<file path="src/sv/ogru_pkg.sv">
package ogru_pkg;

	// Input operation codes
	typedef enum logic [1:0] {
		OP_START = 2'd0,
		OP_RAY   = 2'd1,
		OP_HIT   = 2'd2,
		OP_READ  = 2'd3
	} op_t;

	// Configuration register indexes
	typedef enum logic [0:0] {
		REG_OCC_WEIGHT  = 1'b0,
		REG_FREE_WEIGHT = 1'b1
	} cfg_idx_t;

	// Kind of access made to one cell
	typedef enum logic [1:0] {
		KIND_FREE = 2'd0,
		KIND_HIT  = 2'd1,
		KIND_READ = 2'd2
	} kind_t;

	localparam int unsigned COORD_W  = 16;
	localparam int unsigned WEIGHT_W = 7;
	localparam int unsigned CELL_W   = 8;
	localparam int unsigned COUNT_W  = 16;
	// Error term of the line walk: covers minus twice to plus twice the span
	localparam int unsigned ERR_W    = 19;
	// Frame tag stored with each cell in place of a visited bit
	localparam int unsigned EPOCH_W  = 8;

	localparam logic [CELL_W-1:0] CELL_UNKNOWN = 8'd128;
	localparam logic [CELL_W-1:0] OCC_LOWER    = 8'd118;
	localparam logic [CELL_W-1:0] FREE_UPPER   = 8'd138;

	// One cell access handed from the walker to the cell store
	typedef struct packed {
		logic               valid;
		logic               last;
		logic               skip;
		kind_t              kind;
		logic [COORD_W-1:0] x;
		logic [COORD_W-1:0] y;
	} req_t;

	// Outcome of one cell access
	typedef struct packed {
		logic              valid;
		logic              last;
		logic              acc;
		logic [CELL_W-1:0] value;
	} rsp_t;

endpackage

</file>
<file path="src/sv/ogru_ray_step.sv">
module ogru_ray_step
	import ogru_pkg::*;
(
	input  logic                      clk,
	input  logic                      arst_n,
	input  logic                      load,
	input  op_t                       load_op,
	input  logic signed [COORD_W-1:0] sensor_x,
	input  logic signed [COORD_W-1:0] sensor_y,
	input  logic signed [COORD_W-1:0] end_x,
	input  logic signed [COORD_W-1:0] end_y,
	output req_t                      req
);

	logic                      prep_q;
	logic                      active_q;
	kind_t                     kind_q;
	logic signed [COORD_W:0]   dx_q, dy_q;
	logic [COORD_W-1:0]        sx_q, sy_q, ex_q, ey_q;
	logic [COORD_W-1:0]        rem_q;
	logic [COORD_W-1:0]        x_q, y_q;
	logic signed [ERR_W-1:0]   e_q, inc_a_q, inc_b_q;
	logic                      xmaj_q, xneg_q, yneg_q;
	req_t                      req_q;

	logic [COORD_W:0]          adx_w, ady_w;
	logic [COORD_W-1:0]        adx, ady, major, minor;
	logic                      xmaj;
	logic signed [ERR_W-1:0]   inc_a, inc_b, e_init;
	logic [COORD_W-1:0]        x_step, y_step, x_next, y_next;
	logic signed [ERR_W-1:0]   en_a, en_b, e_next;
	logic                      move_minor;
	kind_t                     load_kind;

	// Map the operation onto a cell access kind
	always_comb begin
		case (load_op)
			OP_HIT:  load_kind = KIND_HIT;
			OP_READ: load_kind = KIND_READ;
			default: load_kind = KIND_FREE;
		endcase
	end

	// Span set-up: magnitudes, major axis and error increments
	always_comb begin
		adx_w  = dx_q[COORD_W] ? (~dx_q + 1'b1) : dx_q;
		ady_w  = dy_q[COORD_W] ? (~dy_q + 1'b1) : dy_q;
		adx    = adx_w[COORD_W-1:0];
		ady    = ady_w[COORD_W-1:0];
		xmaj   = adx > ady;
		major  = xmaj ? adx : ady;
		minor  = xmaj ? ady : adx;
		inc_a  = $signed({2'b00, minor, 1'b0});
		inc_b  = $signed({2'b00, minor, 1'b0}) - $signed({2'b00, major, 1'b0});
		e_init = -$signed({3'b000, major});
	end

	// One step of the line: major axis always moves, minor axis on error
	always_comb begin
		x_step     = x_q + (xneg_q ? {COORD_W{1'b1}} : COORD_W'(1));
		y_step     = y_q + (yneg_q ? {COORD_W{1'b1}} : COORD_W'(1));
		en_a       = e_q + inc_a_q;
		en_b       = e_q + inc_b_q;
		move_minor = !en_a[ERR_W-1];
		e_next     = move_minor ? en_b : en_a;
		x_next     = (xmaj_q || move_minor) ? x_step : x_q;
		y_next     = (!xmaj_q || move_minor) ? y_step : y_q;
	end

	// Latch the item, set up the walk, then emit one cell per cycle
	always_ff @(posedge clk or negedge arst_n) begin
		if (!arst_n) begin
			prep_q   <= 1'b0;
			active_q <= 1'b0;
			req_q    <= '0;
		end else begin
			req_q.valid <= 1'b0;
			prep_q      <= load;
			if (prep_q) begin
				if (kind_q == KIND_FREE && major != '0) begin
					active_q <= 1'b1;
				end else begin
					// single cell, or a ray to the sensor cell with no step
					req_q.valid <= 1'b1;
					req_q.last  <= 1'b1;
					req_q.skip  <= (kind_q == KIND_FREE);
					req_q.kind  <= kind_q;
					req_q.x     <= ex_q;
					req_q.y     <= ey_q;
				end
			end else if (active_q) begin
				// the walk reaches the endpoint only on its final step
				req_q.valid <= 1'b1;
				req_q.last  <= (rem_q == COORD_W'(1));
				req_q.skip  <= (rem_q == COORD_W'(1));
				req_q.kind  <= KIND_FREE;
				req_q.x     <= x_next;
				req_q.y     <= y_next;
				if (rem_q == COORD_W'(1))
					active_q <= 1'b0;
			end
		end
	end

	// Walk datapath
	always_ff @(posedge clk) begin
		if (load) begin
			kind_q <= load_kind;
			dx_q   <= $signed({end_x[COORD_W-1], end_x}) - $signed({sensor_x[COORD_W-1], sensor_x});
			dy_q   <= $signed({end_y[COORD_W-1], end_y}) - $signed({sensor_y[COORD_W-1], sensor_y});
			sx_q   <= sensor_x;
			sy_q   <= sensor_y;
			ex_q   <= end_x;
			ey_q   <= end_y;
		end
		if (prep_q) begin
			x_q     <= sx_q;
			y_q     <= sy_q;
			rem_q   <= major;
			e_q     <= e_init;
			inc_a_q <= inc_a;
			inc_b_q <= inc_b;
			xmaj_q  <= xmaj;
			xneg_q  <= dx_q[COORD_W] || (dx_q == '0);
			yneg_q  <= dy_q[COORD_W] || (dy_q == '0);
		end else if (active_q) begin
			x_q   <= x_next;
			y_q   <= y_next;
			e_q   <= e_next;
			rem_q <= rem_q - 1'b1;
		end
	end

	assign req = req_q;

endmodule

</file>
<file path="config.mk">
export PLATFORM = sky130hd
export DESIGN_NAME = ogru_ray_step
export DESIGN_NICKNAME = d
export VERILOG_FILES = /design/src/sv/ogru_pkg.sv /design/src/sv/ogru_ray_step.sv
export SDC_FILE = /design/constraint.sdc
export NUM_CORES = 1
export LEC_CHECK = 0
export ABC_AREA = 1
export CAP_MARGIN = 10
export CORE_MARGIN = 1.5
export CORE_UTILIZATION = 40
export CTS_BUF_LIST = sky130_fd_sc_hd__clkbuf_4
export DETAILED_ROUTE_END_ITERATION = 8
export DONT_BUFFER_PORTS = 1
export PLACE_DENSITY = 0.58
export SYNTH_ARGS = -nofsm -noshare
export SYNTH_HDL_FRONTEND = slang
export SYNTH_SLANG_ARGS = --single-unit
</file>
<file path="constraint.sdc">
create_clock -name clk -period 3.85 [get_ports clk]
set_input_delay 0.9625 -clock clk [delete_from_list [all_inputs] [get_ports clk]]
set_output_delay 0.9625 -clock clk [all_outputs]
set_load 0.05 [all_outputs]
</file>
==> flow_summary.json, run 1 <==
{
  "status": "finished with violations",
  "violations": "setup timing",
  "setup_viol": 8,
  "io_buffers": 0,
  "cts.sinks": 241,
  "clock_latency_ns": 0.77,
  "nNetsFinal": 2458,
  "antenna_found_initial": 1,
  "antenna_left": 0,
  "die_y_um": 209,
  "power_density_mw_per_mm2": 887,
  "fin_skew_ns": 0.0709,
  "core_mm2": 0.0419,
  "wl_per_cell_um": 18.0,
  "drc": 0,
  "nFillCells": 3867,
  "max_clock_freq_mhz": 259,
  "track_usage_pct": 23.3,
  "hp-class": "input pin to flop",
  "yosysTopAreaCellShare_pct": 35.7,
  "final_util_pct": 50.7,
  "cts_root_buf": "clkbuf_4",
  "clk_pin_slew_ns": 0.08,
  "synth_nets": 2201,
  "clk_path_buf_depth": 3,
  "grt-ovfl-total": 0,
  "ir_worst_vdd_uv": 352,
  "std_cell_rows": 75,
  "drive_above_1_share_pct": 26.7,
  "crit_path_max_incr_delay_ns": 0.45,
  "netlist_area_mm2": 0.0170,
  "io_pins": 106,
  "synth_cell_type_count": 55,
  "crit_slowest_cell": "edfxtp_1",
  "worstSetupEndpointType": "flop",
  "yosys.area.top_type": "edfxtp_1",
  "seqCellArea_mm2": 0.00705,
  "netlist_top_cells_count": "537 x nand2_1, 202 x edfxtp_1, 195 x inv_1",
  "cp_max_fo": 18,
  "min_period_ns": 3.87,
  "synth-seq-cells": 241,
  "drt_iter0_markers": 1032,
  "drtPass1Iterations": 7,
  "grt_pass1_vias": 14993,
  "routed_via_density": 5.27,
  "synth-edff-count": 202,
  "setup_slack_ns": -0.0179,
  "maxCapViolations": 0,
  "grt_pass1_wl_um": 79400,
  "async_flop_share_pct": 16.2,
  "worst-setup-path-type": "flop to flop",
  "place_ws_ns": -0.299,
  "grt_max_degree": 102,
  "synth_area_leaders": "edfxtp_1 36%, nand2_1 12%, ha_1 8.5%, dfrtp_1 5.8%, nand3_1 5.4%",
  "tightest_slew_ns": 1.24,
  "rsz0062_at_grt": "true",
  "synth.most_common_cell": "nand2_1",
  "initial_core_util_pct": 40.5,
  "multiInputGateArea_mm2": 0.00988,
  "maxSlewHeadroom_pct": 17.6,
  "htreeDepth": 3,
  "ys_seq_area_share_pct": 41.5,
  "required_ns": 4.47,
  "synth_flop_cell": "edfxtp_1",
  "finalHoldViolCount": 0,
  "avgSynthCellArea_um2": 8.44,
  "die_area_mm2": 0.0437,
  "syn_inst": 2011,
  "fin_crit_sh_pct": 100,
  "yosysWarnings": 0,
  "slew_violations": 0,
  "areaGrowthSynthToFinish_pct": 25.2,
  "worstPathArrival_ns": 4.49,
  "p_leak_uw": 0.00977,
  "wl_um": 51400,
  "vias": 15102,
  "tns_ns": -0.0623,
  "cts_tree": "yes",
  "startpoint_type": "flop",
  "die_x_um": 209,
  "place.gp.congestion": 0.909,
  "dpl.hpwl_um": 37200,
  "cts_buffers": 69
}
final timing paths:
kind                            slack (ns)  endpoint  depth (start not counted)      from
worst max-delay path                 -0.02   req[33]                         27   dy_q[5]
worst min-delay path                  0.28   ex_q[2]                          0  end_x[2]
worst max register to register       -0.02   req[33]                         27   dy_q[5]
worst min register to register        0.48   req[31]                          2  ex_q[15]
max in group asynchronous             2.87   req[13]                          2    arst_n
min in group asynchronous             0.72   req[17]                          2    arst_n
cell type report:
cell class,instances,area share (%)
Antenna cell,1,0.0118
Tap cell,539,3.17
Multi-Input combinational cell,1525,46.5
Timing Repair Buffer,230,9.19
Clock inverter,24,0.760
Sequential cell,241,33.2
Clock buffer,103,3.64
Inverter,201,3.56
worst max-delay path: cells and delay by family (launching register included):
| family | cells | cell delay, ns |
|---|---|---|
| flip-flops | 1 | 0.45 |
| AND/OR/NAND/NOR | 19 | 1.99 |
| buffers and inverters | 5 | 0.59 |
| adder cells (fa/ha/maj) | 1 | 0.27 |
| XOR/XNOR | 1 | 0.20 |
| AO/OA/AOI/OAI | 1 | 0.17 |
cells by family (layout without fill, tap and decap cells):
group / count (synthesis) / after routing / share of synthesized area, %
compound gates: 300 / 300 / 10.0
xor+xnor: 116 / 116 / 5.99
fa+ha+maj: 121 / 121 / 9.19
buf+inv: 253 / 558 / 6.36
flops: 241 / 241 / 41.5
other cells: 0 / 1 / 0
simple gates: 980 / 988 / 27.0
placed cells by master (no fill, tap or decap), drive strengths merged, types with 2 or more instances in the layout:
master    instances
nand2           565
nand3           231
nor2            127
o22ai             2
and2              2
inv             201
ha              115
nand3b           16
o21bai            7
xor2             80
o21ai           117
clkbuf          105
a21boi            6
nor4              5
dfrtp            39
o211ai           14
or2              10
edfxtp          202
bufinv            2
o21a              4
a31oi            13
fa                6
nor3             14
o31ai             9
a21oi           112
clkinvlp          3
a21o              9
buf             227
xnor2            36
clkinv           19
nand4            17
a211oi            3
state kept, by name, indices dropped and copies added (netlist names), 17 cells and up:
| name | cells |
|---|---|
| e_q | 18 |
| dy_q | 17 |
| inc_b_q | 17 |
| req | 37 |
| dx_q | 17 |
stage by stage:
stage          cells  power, uW  hold WS (ns)  area (um2)
6_report        2864      18800         0.284       21300
5_1_grt         2864      20400         0.219       21300
4_1_cts         2835      18200         0.200       20300
3_5_place_dp    2674      15200         0.484       18700
3_3_place_gp    2674      15100         0.479       18700
2_1_floorplan   2011      11700         0.452       17000
what timing repair did:
| item | 4_1_cts | 5_1_grt |
|---|---|---|
| setup endpoints to repair | 65 | 67 |
| resized for setup | 56 | 171 |
| hold buffers | 2 | 0 |
| gates cloned | 7 | 5 |
| pin swaps | 19 | 57 |
| setup buffers | 25 | 25 |
| endpoints found under the hold margin | 39 | 0 |
power breakdown:
part           leakage, uW  internal [uW]  switching (uW)  total [uW]
registers          0.00247           3930            1140        5070
clock network     0.000546           1370            1140        2510
logic              0.00676           4590            6670       11300
layer usage:
metal  vias up  routed length, um  track usage, %
li1       7404                  -               -
met1      7092              21900            29.6
met2       503              24600            39.3
met3       103               3210            4.22
met4         0               1770            9.45
met5         -                  0               0
No activity file was read; power rests on OpenSTA's default activity.
==> run 2: changes to the inputs <==
CORE_MARGIN = 2   (was 1.5)
==> flow_summary.json, run 2 (synthesis gave the netlist of run 1 again) <==
{
  "status": "complete, no violations",
  "wl_per_cell_um": 17.5,
  "antenna_left": 0,
  "grt-ovfl-total": 0,
  "worstPathArrival_ns": 4.48,
  "crit_path_max_incr_delay_ns": 0.45,
  "layout_common_cells": "489 x nand2_1, 205 x buf_4, 202 x edfxtp_1, 177 x inv_1, 169 x nand3_1",
  "maxSlewHeadroom_pct": 40.0,
  "fin_skew_ns": 0.0645,
  "die_y_um": 210,
  "grt_max_degree": 102,
  "grt_pass1_vias": 14949,
  "cp_common_cell": "nand2_8",
  "path_buf_inv": 5,
  "std_cell_rows": 75,
  "die_x_um": 210,
  "hp-class": "input pin to flop",
  "required_ns": 4.50,
  "cts.sinks": 241,
  "min_period_ns": 3.83,
  "setup_viol": 0,
  "vias": 14827,
  "ir_worst_vdd_uv": 380,
  "drt_iter0_markers": 992,
  "crit_family": "simple AND/OR/NAND/NOR gates",
  "startpoint_type": "flop",
  "rsz0062_at_grt": "true",
  "maxCapViolations": 0,
  "max_clock_freq_mhz": 261,
  "worst-setup-path-type": "flop to flop",
  "io_pins": 106,
  "clk_path_buf_depth": 3,
  "drtPass1Iterations": 5,
  "antenna_found_initial": 1,
  "clk_pin_slew_ns": 0.08,
  "tightest_slew_ns": 0.892,
  "final_common_cell": "nand2_1",
  "p_leak_uw": 0.00961,
  "htreeDepth": 3,
  "cp_max_fo": 16,
  "wl_um": 50100,
  "routed_via_density": 5.19,
  "initial_core_util_pct": 40.5,
  "drc": 0,
  "nFillCells": 3973,
  "core_mm2": 0.0419,
  "place.gp.congestion": 0.908,
  "drive_above_1_share_pct": 24.9,
  "fin_crit_sh_pct": 99.5,
  "finalHoldViolCount": 0,
  "areaGrowthSynthToFinish_pct": 23.3,
  "slew_violations": 0,
  "grt_pass1_wl_um": 79000,
  "power_density_mw_per_mm2": 893,
  "crit_slowest_cell": "edfxtp_1",
  "io_buffers": 0,
  "largest_reg_flops": 37,
  "clock_latency_ns": 0.81,
  "p_total_uw": 18700,
  "cts_buffers": 71,
  "hold_ws_ns": 0.252,
  "track_usage_pct": 23.0,
  "dpl.hpwl_um": 37500,
  "cts_root_buf": "clkbuf_4",
  "nNetsFinal": 2451,
  "die_area_mm2": 0.0441,
  "cts_tree": "yes",
  "worstSetupEndpointType": "flop"
}
run 2: cell count changes in the layout (fill, tap and decap cells not counted), sizes merged:
cell	before	now
clkbuf	105	100
clkinv	19	24
nand2	565	560
buf	227	224
inv	201	204
clkinvlp	3	1
run 2: final cells by class:
| class | count | area [um2] | area share (%) |
|---|---|---|---|
| well taps | 539 | 674 | 3.22 |
| diodes | 1 | 2.50 | 0.0120 |
| flip-flops and latches | 241 | 7050 | 33.7 |
| inverters | 201 | 757 | 3.62 |
| clock buffers | 99 | 743 | 3.55 |
| repair buffers | 226 | 1900 | 9.06 |
| clock inverters | 30 | 180 | 0.861 |
| multi-input cells | 1520 | 9630 | 46.0 |
run 2: path summary, 6_finish.rpt:
check / start / to / slack, ns / depth (start not counted)
worst max-delay path: dy_q[4] / req[29] / 0.02 / 27
worst max register to register: dy_q[4] / req[29] / 0.02 / 27
worst min register to register: ex_q[15] / req[31] / 0.47 / 2
max in group asynchronous: arst_n / req[5] / 2.94 / 2
worst min-delay path: sensor_y[13] / sy_q[13] / 0.25 / 0
min in group asynchronous: arst_n / req[31] / 0.67 / 2
run 2: worst register-to-register path, cell delays in order, from the launching register on:
cell and delay (ns):
edfxtp_1 0.45, nor2_4 0.21, nand3_2 0.11, o21ai_2 0.15
buf_6 0.14, nand4_1 0.08, nand2_1 0.10, inv_2 0.06
ha_4 0.29, nand2_4 0.07, nor2_4 0.14, inv_4 0.07
nor2_8 0.16, nand2_4 0.09, nand2_8 0.11, nand2_8 0.10
buf_12 0.16, nand2_1 0.07, nand2_2 0.10, nor2_4 0.12
nand2_1 0.07, nor2_2 0.14, nand2_4 0.09, nand2_8 0.12
nand2_8 0.12, clkbuf_16 0.23, nand3_2 0.06, nand3_2 0.06
run 2: timing repair:
| action | CTS | global route |
|---|---|---|
| hold buffers | 2 | 0 |
| endpoints found under the setup margin | 68 | 68 |
| cloned | 4 | 2 |
| resized for setup | 55 | 139 |
| pin swaps | 18 | 40 |
| setup buffers | 10 | 21 |
| endpoints found under the hold margin | 39 | 0 |
run 2: routing by layer:
metal / GRT usage [%] / up-vias / wire [um]
li1: - / 7375 / -
met1: 28.8 / 6961 / 21800
met2: 39.5 / 409 / 24200
met3: 4.23 / 82 / 2770
met4: 8.44 / 0 / 1350
met5: 0 / - / 0
run 2: metrics by stage:
stage | util, % | setup slack (ns) | setup TNS, ns | instances | instance area [um2]
finish | 49.9 | 0.0182 | 0 | 2857 | 20900
global route | 49.9 | -0.176 | -5.68 | 2857 | 20900
CTS | 48.1 | 0.00583 | 0 | 2833 | 20200
detailed placement | 44.8 | -0.356 | -11.87 | 2688 | 18800
global placement | 44.8 | -0.352 | -10.73 | 2688 | 18800
floorplan | - | 0.00829 | 0 | 2011 | 17000
run 2: where the power goes:
group	leakage, uW	total [uW]	internal [uW]	switching, uW
Clock	0.000549	2520	1330	1180
Sequential	0.00247	5060	3930	1130
Combinational	0.00660	11100	4510	6590
==> run 3: changes to the inputs <==
REMOVE_ABC_BUFFERS = 1   (was unset)
==> flow_summary.json, run 3 (synthesis gave the netlist of run 1 again) <==
{
  "min_from": "end_x[10]",
  "tightest_slew_ns": 0.776,
  "core_mm2": 0.0419,
  "htreeDepth": 3,
  "cts.sinks": 241,
  "min_period_ns": 3.84,
  "finalHoldViolCount": 0,
  "max_clock_freq_mhz": 260,
  "routed_via_density": 5.18,
  "areaGrowthSynthToFinish_pct": 24.5,
  "hold_ws_ns": 0.287,
  "clk_path_buf_depth": 3,
  "layout_common_cells": "465 x nand2_1, 202 x edfxtp_1, 183 x buf_4, 180 x inv_1, 160 x nand3_1",
  "rr_worst_depth": 27,
  "track_usage_pct": 22.1,
  "worstSetupEndpointType": "flop",
  "required_ns": 4.45,
  "pwr-share-comb_pct": 60.9,
  "internal_power_uw": 10000,
  "status": "complete, no violations",
  "io_buffers": 0,
  "p_sw_share_pct": 47.5,
  "seqPwrFrac_pct": 26.4,
  "r2r_slack_ns": 0.005,
  "drtPass1Iterations": 5,
  "maxCapViolations": 0,
  "antenna_found_initial": 1,
  "pwr-share-clk_pct": 12.7,
  "grt_pass1_vias": 14647,
  "fin_crit_sh_pct": 99.9,
  "worst-setup-path-type": "flop to flop",
  "io_pins": 106,
  "clk_pin_slew_ns": 0.07,
  "place.gp.congestion": 0.922,
  "cts_tree": "yes",
  "clock_latency_ns": 0.77,
  "fin_area_mm2": 0.0211,
  "nNetsFinal": 2444,
  "rsz0062_at_grt": "true",
  "hp-class": "input pin to flop",
  "holdPathEnd": "ex_q[10]",
  "grt_pass1_wl_um": 76800,
  "startpoint_type": "flop",
  "p_sw_uw": 9080,
  "wl_um": 48700,
  "initial_core_util_pct": 40.5,
  "fin_skew_ns": 0.0724,
  "die_y_um": 210,
  "vias": 14760,
  "dpl.hpwl_um": 35300,
  "cts_root_buf": "clkbuf_4",
  "power_density_mw_per_mm2": 904,
  "cp_max_fo": 8,
  "setup_viol": 0,
  "drc": 0,
  "nFillCells": 3892,
  "ir_worst_vdd_uv": 331,
  "wl_per_cell_um": 17.1,
  "grt-ovfl-total": 0,
  "hold_depth": 0,
  "die_x_um": 210,
  "dpl_cell_area_mm2": 0.0188,
  "r2r_end": "req[21]",
  "largest_reg_flops": 37,
  "die_area_mm2": 0.0441,
  "antenna_left": 0,
  "cts_buffers": 68,
  "maxSlewHeadroom_pct": 48.2,
  "std_cell_rows": 75,
  "drive_above_1_share_pct": 25.8,
  "slew_violations": 0,
  "drt_iter0_markers": 946,
  "final_common_cell": "nand2_1",
  "p_leak_uw": 0.00971,
  "r2r_start": "dx_q[0]",
  "worstPathArrival_ns": 4.45,
  "grt_max_degree": 134
}
[run 3: cell count changes in the layout (fill, tap and decap cells not counted), moves of 9 or more]
cell / before / now
buf_6: 9 / 24
nand2_1: 489 / 465
nand3_1: 169 / 160
nand2_2: 55 / 67
nand2_4: 11 / 21
buf_4: 205 / 183
[run 3: how the worst max path moves through the flow]
| stage | endpoint | start | cells past startpoint | slack, ns |
|---|---|---|---|---|
| after floorplan | e_q[10] | prep_q | 2 | -2.02 |
| after global placement | req[31] | dy_q[0] | 27 | -0.19 |
| after detailed placement | req[31] | dy_q[0] | 27 | -0.27 |
| after CTS | e_q[15] | dy_q[0] | 29 | -0.05 |
| after global routing | inc_b_q[13] | dy_q[0] | 31 | -0.25 |
| final | req[21] | dx_q[0] | 27 | 0.005 |
[run 3: metrics by stage]
step	std cells	worst slack [ns]	util (%)	power, uW	setup TNS (ns)
2_1_floorplan	1959	-2.02	-	11500	-208.02
3_3_place_gp	2675	-0.193	44.7	15000	-7.29
3_5_place_dp	2675	-0.274	44.7	15100	-12.71
4_1_cts	2826	-0.0454	48.4	18200	-0.285
5_1_grt	2847	-0.255	50.4	20700	-11.66
6_report	2847	0.00535	50.4	19100	0
[run 3: critical path, stage by stage (launching register included)]
cell and delay (ns):
edfxtp_1 0.41, inv_2 0.11, buf_6 0.12, nand3_2 0.10, inv_1 0.09, nand2_1 0.08, nand2_2 0.13, nand3_1 0.08
nand2_1 0.08, nand2_2 0.10, ha_4 0.30, nand2_2 0.08, nor2_4 0.13, inv_4 0.06, nor2_8 0.14, nand3_4 0.23
buf_6 0.23, nand3_1 0.09, nand2_2 0.09, nor2_4 0.14, nand2_1 0.11, nor2_4 0.14, nand2_4 0.08, nand2_8 0.09
nand2_8 0.13, buf_12 0.22, nand3_2 0.06, nand3_1 0.08
[run 3: timing repair]
| item | CTS | global route |
|---|---|---|
| buffers inserted | 21 | 22 |
| hold buffers | 2 | 0 |
| hold endpoints to repair | 39 | 0 |
| gates resized for setup | 79 | 169 |
| pin swaps | 38 | 84 |
| endpoints found under the setup margin | 63 | 71 |
| cloned | 6 | 1 |
[run 3: layout make-up]
type,instances,area [um2],area share (%)
Multi-Input combinational cell,1518,9740,46.1
Sequential cell,241,7050,33.4
Timing Repair Buffer,224,2020,9.55
Inverter,201,762,3.61
Clock buffer,101,758,3.59
Tap cell,539,674,3.19
Clock inverter,22,120,0.569
Antenna cell,1,2.50,0.0118
[run 3: routing by layer]
layer	global-route usage (%)	part of all wire [%]	wire [um]	vias to the layer above
li1	-	-	-	7361
met1	29.2	45	21900	6927
met2	36.5	47	22900	392
met3	3.71	5.3	2590	80
met4	7.97	2.8	1360	0
met5	0	0	0	-
[run 3: power by group through the flow]
stage / Clock, uW / Sequential, uW / Combinational [uW]
floorplan: 0 / 4910 / 6620
global placement: 0 / 5090 / 9900
detailed placement: 0 / 5090 / 10000
CTS: 2520 / 5040 / 10700
global route: 2650 / 5140 / 12900
finish: 2430 / 5040 / 11600
